File: src/rtl/crmg_pkg.sv
// shared types and constants of the coupled renyi map generator
`timescale 1ns / 1ps
`default_nettype none
package crmg_pkg;

  localparam int NUM_MAPS  = 4;
  localparam int IDX_W     = $clog2(NUM_MAPS);
  localparam int WORD_W    = 32;
  localparam int PERT_W    = 8;
  localparam int CFG_IDX_W = 3;
  localparam int IN_DATA_W = 8;
  // map_value, map_index, round_sum packed, padded to whole bytes
  localparam int OUT_RAW_W  = WORD_W + IDX_W + WORD_W;
  localparam int OUT_DATA_W = ((OUT_RAW_W + 7) / 8) * 8;

  typedef logic [WORD_W-1:0] word_t;
  typedef logic [IDX_W-1:0]  map_idx_t;
  typedef logic [PERT_W-1:0] pert_t;

  // register indexes: gains first, then seeds
  localparam logic [CFG_IDX_W-1:0] CFG_GAIN_BASE = 3'd0;
  localparam logic [CFG_IDX_W-1:0] CFG_SEED_BASE = 3'd4;

  localparam map_idx_t LAST_MAP = map_idx_t'(NUM_MAPS - 1);

  localparam word_t GAIN_RESET [NUM_MAPS] = '{32'd131071, 32'd104729, 32'd524287, 32'd65537};
  localparam word_t SEED_RESET [NUM_MAPS] = '{32'd653, 32'd769, 32'd227, 32'd823};

  // control from the sequencer to the shared update unit
  typedef struct packed {
    logic load;     // capture product and shift term of the operand
    logic coupled;  // add the signed perturbation in this update
  } unit_ctl_t;

endpackage
`default_nettype wire

File: src/rtl/coupled_renyi_map_generator_unit.sv
// top level: config registers, map state, sequencer and output register
`timescale 1ns / 1ps
`default_nettype none
// sequence: every map update is a multiply step, then an add step, all through
//   the single shared multiplier; a request with priming first updates each map from its seed
// round: one result beat per map update, held while the previous beat has not left;
//   a new request is taken only in idle, after the last beat of the round is registered
// reset: synchronous active low; restores default gains and seeds, clears the
//   perturbation, sign and primed flag; map state is loaded by priming, never reset
module coupled_renyi_map_generator_unit #(
  parameter int SHIFT = 9
) (
  input  wire                                 clk,
  input  wire                                 rst_n,
  // input beat
  input  wire                                 in_tvalid,
  output logic                                in_tready,
  input  wire  [crmg_pkg::IN_DATA_W-1:0]      in_tdata,   // [0] reseed, rest zero
  // result beat
  output logic                                out_tvalid,
  input  wire                                 out_tready,
  output logic [crmg_pkg::OUT_DATA_W-1:0]     out_tdata,  // map_value, map_index, round_sum
  output logic                                out_tlast,
  // configuration writes
  input  wire                                 cfg_we,
  input  wire  [crmg_pkg::CFG_IDX_W-1:0]      cfg_index,
  input  wire  [crmg_pkg::WORD_W-1:0]         cfg_wdata
);

  typedef enum logic [2:0] {
    ST_IDLE,
    ST_PRIME_MUL,
    ST_PRIME_ADD,
    ST_RUN_MUL,
    ST_RUN_ADD
  } state_t;

  state_t               state_r;
  crmg_pkg::map_idx_t   idx_r;
  crmg_pkg::word_t      acc_r;
  crmg_pkg::pert_t      pert_r;
  logic                 sign_neg_r;
  logic                 primed_r;
  crmg_pkg::word_t      gain_r  [crmg_pkg::NUM_MAPS];
  crmg_pkg::word_t      seed_r  [crmg_pkg::NUM_MAPS];
  crmg_pkg::word_t      map_r   [crmg_pkg::NUM_MAPS];

  logic                 out_valid_r;
  crmg_pkg::word_t      out_value_r;
  crmg_pkg::map_idx_t   out_index_r;
  crmg_pkg::word_t      out_sum_r;
  logic                 out_last_r;

  crmg_pkg::unit_ctl_t  ctl;
  crmg_pkg::word_t      unit_x;
  crmg_pkg::word_t      unit_res;
  crmg_pkg::word_t      acc_sum;
  logic                 out_free;
  logic                 map_we;
  logic                 in_beat;
  logic                 is_last_map;

  assign in_tready   = (state_r == ST_IDLE);
  assign in_beat     = in_tvalid && in_tready;
  assign out_free    = !out_valid_r || out_tready;
  assign is_last_map = (idx_r == crmg_pkg::LAST_MAP);
  assign acc_sum     = acc_r + unit_res;

  // operand select: seeds while priming, current map state otherwise
  assign unit_x      = (state_r == ST_PRIME_MUL) ? seed_r[idx_r] : map_r[idx_r];
  assign ctl.load    = (state_r == ST_PRIME_MUL) || (state_r == ST_RUN_MUL);
  assign ctl.coupled = (state_r == ST_RUN_MUL);

  // map state is written on every completed update
  assign map_we = (state_r == ST_PRIME_ADD) || ((state_r == ST_RUN_ADD) && out_free);

  crmg_unit #(
    .SHIFT(SHIFT)
  ) u_unit (
    .clk      (clk),
    .ctl      (ctl),
    .x        (unit_x),
    .gain     (gain_r[idx_r]),
    .pert     (pert_r),
    .sign_neg (sign_neg_r),
    .result   (unit_res)
  );

  // map state store, no reset
  always_ff @(posedge clk) begin
    if (map_we) begin
      map_r[idx_r] <= unit_res;
    end
  end

  // configuration registers
  always_ff @(posedge clk) begin
    if (!rst_n) begin
      for (int i = 0; i < crmg_pkg::NUM_MAPS; i++) begin
        gain_r[i] <= crmg_pkg::GAIN_RESET[i];
        seed_r[i] <= crmg_pkg::SEED_RESET[i];
      end
    end else if (cfg_we) begin
      if (cfg_index < crmg_pkg::CFG_SEED_BASE) begin
        gain_r[crmg_pkg::map_idx_t'(cfg_index - crmg_pkg::CFG_GAIN_BASE)] <= cfg_wdata;
      end else begin
        seed_r[crmg_pkg::map_idx_t'(cfg_index - crmg_pkg::CFG_SEED_BASE)] <= cfg_wdata;
      end
    end
  end

  // sequencer and output register
  always_ff @(posedge clk) begin
    if (!rst_n) begin
      state_r     <= ST_IDLE;
      idx_r       <= '0;
      acc_r       <= '0;
      pert_r      <= '0;
      sign_neg_r  <= 1'b0;
      primed_r    <= 1'b0;
      out_valid_r <= 1'b0;
      out_value_r <= '0;
      out_index_r <= '0;
      out_sum_r   <= '0;
      out_last_r  <= 1'b0;
    end else begin
      // in run-add a leaving beat is replaced by the next one below
      if (out_valid_r && out_tready && (state_r != ST_RUN_ADD)) begin
        out_valid_r <= 1'b0;
      end
      case (state_r)
        ST_IDLE: begin
          if (in_beat) begin
            idx_r <= '0;
            acc_r <= '0;
            // an unprimed generator always primes first
            if (in_tdata[0] || !primed_r) begin
              state_r <= ST_PRIME_MUL;
            end else begin
              state_r <= ST_RUN_MUL;
            end
          end
        end
        ST_PRIME_MUL: begin
          state_r <= ST_PRIME_ADD;
        end
        ST_PRIME_ADD: begin
          if (is_last_map) begin
            // warm-up sum seeds the perturbation, sign back to plus
            pert_r     <= acc_sum[crmg_pkg::PERT_W-1:0];
            sign_neg_r <= 1'b0;
            primed_r   <= 1'b1;
            acc_r      <= '0;
            idx_r      <= '0;
            state_r    <= ST_RUN_MUL;
          end else begin
            acc_r   <= acc_sum;
            idx_r   <= idx_r + 1'b1;
            state_r <= ST_PRIME_MUL;
          end
        end
        ST_RUN_MUL: begin
          state_r <= ST_RUN_ADD;
        end
        ST_RUN_ADD: begin
          // hold here until the previous beat has left
          if (out_free) begin
            out_valid_r <= 1'b1;
            out_value_r <= unit_res;
            out_index_r <= idx_r;
            out_last_r  <= is_last_map;
            out_sum_r   <= is_last_map ? acc_sum : '0;
            if (is_last_map) begin
              // coupling for the next round: odd low byte keeps plus
              pert_r     <= acc_sum[crmg_pkg::PERT_W-1:0];
              sign_neg_r <= !acc_sum[0];
              acc_r      <= '0;
              idx_r      <= '0;
              state_r    <= ST_IDLE;
            end else begin
              acc_r   <= acc_sum;
              idx_r   <= idx_r + 1'b1;
              state_r <= ST_RUN_MUL;
            end
          end
        end
        default: begin
          state_r <= ST_IDLE;
        end
      endcase
    end
  end

  assign out_tvalid = out_valid_r;
  assign out_tlast  = out_last_r;
  assign out_tdata  = {{(crmg_pkg::OUT_DATA_W - crmg_pkg::OUT_RAW_W){1'b0}},
                       out_sum_r, out_index_r, out_value_r};

endmodule
`default_nettype wire

File: src/rtl/crmg_unit.sv
// shared renyi update unit: registered product, then add of shift term and perturbation
`timescale 1ns / 1ps
`default_nettype none
module crmg_unit #(
  parameter int SHIFT = 9
) (
  input  wire                     clk,
  input  wire crmg_pkg::unit_ctl_t ctl,
  input  wire crmg_pkg::word_t    x,
  input  wire crmg_pkg::word_t    gain,
  input  wire crmg_pkg::pert_t    pert,
  input  wire                     sign_neg,
  output crmg_pkg::word_t         result
);

  crmg_pkg::word_t prod_r;
  crmg_pkg::word_t shr_r;
  logic            coupled_r;
  crmg_pkg::word_t pert_ext;
  crmg_pkg::word_t addend;

  always_ff @(posedge clk) begin
    if (ctl.load) begin
      prod_r    <= x * gain;
      shr_r     <= x >> SHIFT;
      coupled_r <= ctl.coupled;
    end
  end

  assign pert_ext = {{(crmg_pkg::WORD_W - crmg_pkg::PERT_W){1'b0}}, pert};

  always_comb begin
    if (!coupled_r) begin
      addend = '0;
    end else if (sign_neg) begin
      addend = crmg_pkg::word_t'(0) - pert_ext;
    end else begin
      addend = pert_ext;
    end
  end

  assign result = prod_r + shr_r + addend;

endmodule
`default_nettype wire

File: config.mk
export PLATFORM = sky130hd
export DESIGN_NAME = coupled_renyi_map_generator_unit
export DESIGN_NICKNAME = d
export VERILOG_FILES = /design/src/rtl/crmg_pkg.sv /design/src/rtl/coupled_renyi_map_generator_unit.sv /design/src/rtl/crmg_unit.sv
export SDC_FILE = /design/constraint.sdc
export NUM_CORES = 2
export LEC_CHECK = 0
export ABC_AREA = 1
export BUFFER_PORTS_ARGS = -buffer_cell sky130_fd_sc_hd__buf_4
export CORE_ASPECT_RATIO = 1.5
export CORE_MARGIN = 2
export CORE_UTILIZATION = 23
export CTS_CLUSTER_SIZE = 28
export DETAILED_ROUTE_END_ITERATION = 6
export MAX_ROUTING_LAYER = met4
export REMOVE_ABC_BUFFERS = 1
export SLEW_MARGIN = 30
export SYNTH_ARGS = -nofsm -noshare
export SYNTH_HDL_FRONTEND = slang
export SYNTH_HIERARCHICAL = 1
export SYNTH_SLANG_ARGS = --single-unit
File: constraint.sdc
create_clock -name clk -period 10.5 [get_ports clk]
set_clock_uncertainty 0.1 [all_clocks]
set_input_delay 2.1 -clock clk [delete_from_list [all_inputs] [get_ports clk]]
set_output_delay 2.1 -clock clk [all_outputs]
set_load 0.005 [all_outputs]
# Word-level counts from Yosys, hierarchy flattened
# Memory sizes are Yosys's and may differ from the RTL's. A register that Yosys moved wholly into a read port is not among the register bits.
# Cells that the tools add are included.
# W data, S select, Z words.
[totals]
ff_bits = 171
latch_bits = 0
mem_bits_ro = 0
mem_count = 3
out_inout_bits = 75
mem_bits_rw = 384
in_bits = 48
[op_classes]
n_reduce_logical = 22
shift = 0
n_mul = 1
n_addsub = 6
order_cmp = 1
eq_ne = 10
n_mux = 51
div = 0
n_bitwise = 0
[memory_table]
columns = ["memory", "depth", "width", "read_ports", "rd_ports_with_merged_regs", "wr", "line", "rtl"]
rows = [
  ["gain_r", 4, 32, 1, 1, 4, "coupled_renyi_map_generator_unit.sv:44", "crmg_pkg::word_t gain_r [crmg_pkg::NUM_MAPS];"],
  ["map_r", 4, 32, 1, 1, 1, "coupled_renyi_map_generator_unit.sv:46", "crmg_pkg::word_t map_r [crmg_pkg::NUM_MAPS];"],
  ["seed_r", 4, 32, 1, 1, 4, "coupled_renyi_map_generator_unit.sv:45", "crmg_pkg::word_t seed_r [crmg_pkg::NUM_MAPS];"],
]
[op_table]
columns = ["operator", "count"]
rows = [
  ["$mux W32", 9],
  ["$pmux W32 S3", 1],
  ["$add A32 B32 Y32", 2],
  ["$reduce_or A32 Y1", 2],
  ["$add A32 B23 Y32", 1],
  ["$mul A32 B32 Y32", 1],
  ["$mux W2", 14],
  ["$mux W1", 19],
  ["$mux W8", 2],
  ["$pmux W8 S2", 1],
  ["$pmux W3 S5", 1],
  ["$sub A1 B8 Y9 const A", 1],
  ["$reduce_and A2 Y1", 4],
  ["$eq A3 B2 Y1 const B", 2],
  ["$mux W3", 2],
  ["$ne A2 B2 Y1 const B", 3],
  ["$pmux W2 S3", 1],
  ["$logic_and A1 B1 Y1", 4],
  ["$logic_or A1 B1 Y1", 4],
  ["$reduce_and A4 Y1", 1],
  ["$eq A3 B1 Y1 const B", 1],
  ["$eq A3 B3 Y1 const B", 1],
  ["$logic_not A1 Y1", 3],
  ["$logic_not A3 Y1", 1],
  ["10 further kinds", 10],
]

# Logic depth before layout (Yosys ltp)
[depth]
ltp_word = 9
ltp_mapped = 40
depth_no_buf = 36

# Cells and area by module
# The synthesis kept the hierarchy.
[by_module_without_submodules]
columns = ["mod", "area_per_inst_um2", "instances", "seq_area_each_um2", "cells_each"]
rows = [
  ["coupled_renyi_map_generator_unit", 22451.5, 1, 13873.3, 2401],
  ["crmg_unit", 20996.4, 1, 1681.6, 2688],
]

# Worst setup path after synthesis
# OpenSTA, ideal clock, no wires.
[synth_path]
path_kind = "flip-flop to flip-flop"
startpoint = "register state_r[0]"
endpoint = "register u_unit.prod_r[29], data pin"
path_stages_with_launch = 34
synth_period_minus_slack_ps = 9978
slack_ps = 522
t_required_ps = 10140
t_arrival_ps = 9618
setup_time_ps = 260
path_cell_list = "dfxtp_1 > inv_1 > nor2_1 > nand2_1 > buf_2 > buf_1 > a31oi_1 > clkbuf_1 > clkbuf_1 > nand2_1 > inv_1 > fa_1 > fa_1 > fa_1 > inv_1 > fa_1 > inv_1 > fa_1 > inv_1 > fa_1 > inv_1 > fa_1 > fa_1 > ha_1 > a21o_1 > a21oi_1 > nor2_1 > nor2_1 > o211ai_2 > nand2_1 > nand2_1 > nand2_1 > nand2_1 > xor2_1"
[synth_between]
elab_chain_cells = 3
[synth_lines]
columns = ["element", "line", "rtl"]
rows = [
  ["start: declaration", "coupled_renyi_map_generator_unit.sv:38", "state_t state_r;"],
  ["start signal: assignment", "coupled_renyi_map_generator_unit.sv:115", "state_r <= ST_IDLE;"],
  ["start signal: assignment", "coupled_renyi_map_generator_unit.sv:138", "state_r <= ST_PRIME_MUL;"],
  ["start signal: assignment", "coupled_renyi_map_generator_unit.sv:140", "state_r <= ST_RUN_MUL;"],
  ["$eq A3 B1 Y1", "coupled_renyi_map_generator_unit.sv:70", "assign unit_x = (state_r == ST_PRIME_MUL) ? seed_r[idx_r] : map_r[idx_r];"],
  ["$mux W32", "coupled_renyi_map_generator_unit.sv:70", ""],
  ["named net unit_x[12]", "coupled_renyi_map_generator_unit.sv:55", "crmg_pkg::word_t unit_x;"],
  ["$mul A32 B32 Y32", "crmg_unit.sv:24", "prod_r <= x * gain;"],
  ["end signal: assignment", "crmg_unit.sv:24", ""],
  ["end: declaration", "crmg_unit.sv:16", "crmg_pkg::word_t prod_r;"],
]
# The timed path passes the listed nets, and every way through them passes these cells.
# A chain may end at the register's enable or synchronous reset.

==> flow_metrics.py <==
metrics = {
    "worst_setup_path": {
        "crit_path_max_incr_delay_ps": 650,
        "path_buf_inv": 9,
        "cp-start-kind": "flip-flop",
        "required_ps": 10750,
        "reg2regPathDepth": 29,
        "path_common_cell": "fa_1",
        "cp_top_family": "adder cells",
        "crit_fanout": 42,
        "endpoint_kind": "flip-flop",
        "cp_num_cells": 29,
        "slowest_stage": "inv_2",
        "cp.arrival_ps": 9380,
        "worstSetupPathType": "flip-flop to flip-flop",
    },
    "final_layout": {
        "multi_input_area_um2": 23600,
        "area_growth_pct": 14.0,
        "layout_common_cells": "nand2_1, inv_1, nor2_1",
        "final_common_cell": "nand2_1",
        "antenna-diode-count": 0,
        "fillers": 20017,
        "drive_gt1_share_pct": 8.33,
        "seqCellArea_um2": 15600,
        "fin_nets": 5822,
    },
    "synthesis": {
        "synth-seq-cells": 557,
        "ys_types": 61,
        "synth_area_um2": 43400,
        "syn_avg_cell_area_um2": 8.54,
        "ys.warnings.count": 6,
        "ys.flop_type": "edfxtp_1",
        "synth_seq_area_share_pct": 35.8,
        "async_flop_share_pct": 0,
        "synth-edff-count": 440,
        "syn_inst": 5089,
    },
    "timing": {
        "setup_viol": 0,
        "drv_slew": 0,
        "min_period_ps": 9130,
        "period_share_pct": 87.0,
        "setup_ws_ps": 1370,
        "tightest_slew_ps": 1080,
        "max_slew_margin_pct": 28.3,
        "tns_ps": 0,
        "hold_viol_final": 0,
        "fmax_ghz": 0.109,
        "rsz0062_at_grt": "no",
    },
    "route": {
        "drtIter0Drc": 2132,
        "remaining_drc_errors": 0,
        "vias": 33770,
        "drt_pass1_iterations": 5,
        "vias_per_cell": 4.41,
        "drt-total-wl_mm": 132,
        "postRouteAntennaNets": 0,
        "wl_per_cell_um": 17.2,
    },
    "global_route": {
        "grt_overflow": 0,
        "grt_usage_pct": 14.0,
        "grt_pass1_vias": 35270,
        "grt_max_degree": 88,
        "grt_pass1_wl_mm": 204,
        "antenna_found_initial": 1,
    },
    "clock_network": {
        "root_buffer": "clkbuf_16",
        "cts_max_level": 2,
        "postCtsSetupBuffers": 0,
        "numClockSinks": 557,
        "cts_max_path_buffers": 3,
        "cts_buffers": 54,
        "cts_tree": "done",
        "path_clk_slew_ps": 60,
        "ctsHoldBuffers": 0,
        "clk_latency_ps": 670,
        "ctsResizeCount": 0,
    },
    "min_path": {
        "hold_depth": 2,
        "hold_class": "flip-flop to flip-flop",
    },
    "die": {
        "initial_core_util_pct": 23.1,
        "die_width_um": 359,
        "die_height_um": 536,
        "num_rows": 195,
        "core_region_area_um2": 188000,
        "die_area_um2": 192000,
        "ios": 123,
    },
    "flow_run": {
        "max-cap-violations": 0,
    },
    "placement": {
        "portBuffers": 109,
        "hpwl_mm": 100,
        "gp_congestion": 0.915,
        "dp_slack_ps": 1410,
    },
    "status": {
        "outcome": "completed",
    },
}
kinds of logic after synthesis:
kind of cell | synth area share (%)
and+or+nand+nor | 18.4
AOI/OAI and AO/OA | 7.48
DFF | 35.8
adders and majority gates | 25.6
xor gates and xnor gates | 1.73
other | 0.00863
buffers and inverters | 11.0
worst min-delay path: stages, from the launching register on:
cell and delay [ps]:
dfxtp_1 310, nand2_1 60, a21oi_1 50
worst paths after layout:
kind	to	startpoint	slack, ps
max	u_unit/prod_r[26]	flip-flop	1370
min	out_tlast	out_tlast	370
max reg2reg	u_unit/prod_r[26]	flip-flop	1370
min reg2reg	out_tlast	out_tlast	370
synthesized netlist by cell type (12+ instances only):
| library cell | n | share of area, % |
|---|---|---|
| clkbuf_1 | 134 | 1.2 |
| inv_2 | 13 | 0.11 |
| nand3_1 | 154 | 1.8 |
| nand2_1 | 1179 | 10 |
| nor3_1 | 21 | 0.24 |
| a31oi_1 | 34 | 0.49 |
| xnor2_1 | 25 | 0.50 |
| nor2_1 | 586 | 5.1 |
| nand2_2 | 12 | 0.17 |
| ha_1 | 197 | 5.7 |
| buf_1 | 25 | 0.22 |
| edfxtp_1 | 440 | 30 |
| dfxtp_1 | 117 | 5.4 |
| fa_1 | 433 | 20 |
| inv_1 | 978 | 8.4 |
| buf_2 | 51 | 0.59 |
| a21oi_1 | 200 | 2.3 |
| o22ai_1 | 64 | 0.92 |
| buf_4 | 21 | 0.36 |
| o21ai_0 | 236 | 2.7 |
| xor2_1 | 57 | 1.1 |
final cells by class:
| cell class | count | area share, % |
|---|---|---|
| clock buffer | 63 | 2.92 |
| clock inverter | 36 | 0.773 |
| inverter | 993 | 7.53 |
| multi-input combinational | 3309 | 47.6 |
| sequential | 557 | 31.4 |
| tap | 2462 | 6.22 |
| timing repair buffer | 229 | 3.58 |
per-layer routing:
metal  vias up  global-route usage (%)  routed length, um
met2       922                    26.5              71100
li1      15829                       -                  -
met4         0                    6.30               6530
met3       276                   0.993               5270
met5         -                       -                  0
met1     16743                    14.8              48900
per-stage QoR:
stage	hold WS, ps	util, %	cells	instance area (um2)
2_1_floorplan	336	-	4859	42400
3_3_place_gp	351	25.4	7548	47600
3_5_place_dp	356	25.4	7550	47700
4_1_cts	369	26.4	7649	49500
5_1_grt	384	26.4	7649	49500
6_report	366	26.4	7649	49500
sequential cells by signal (all words and copies together), names as in the netlist, 2 cells and up, named ones only:
signal,count
idx_r,2
pert_r,8
acc_r,32
u_unit/prod_r,32
map_r,128
out_value_r,32
out_index_r,2
state_r,3
out_sum_r,32
gain_r,128
u_unit/shr_r,23
seed_r,128
Power is left out: the tool's default activity adds up to more than one toggle a clock period on the data nets, which glitch-free logic cannot reach.
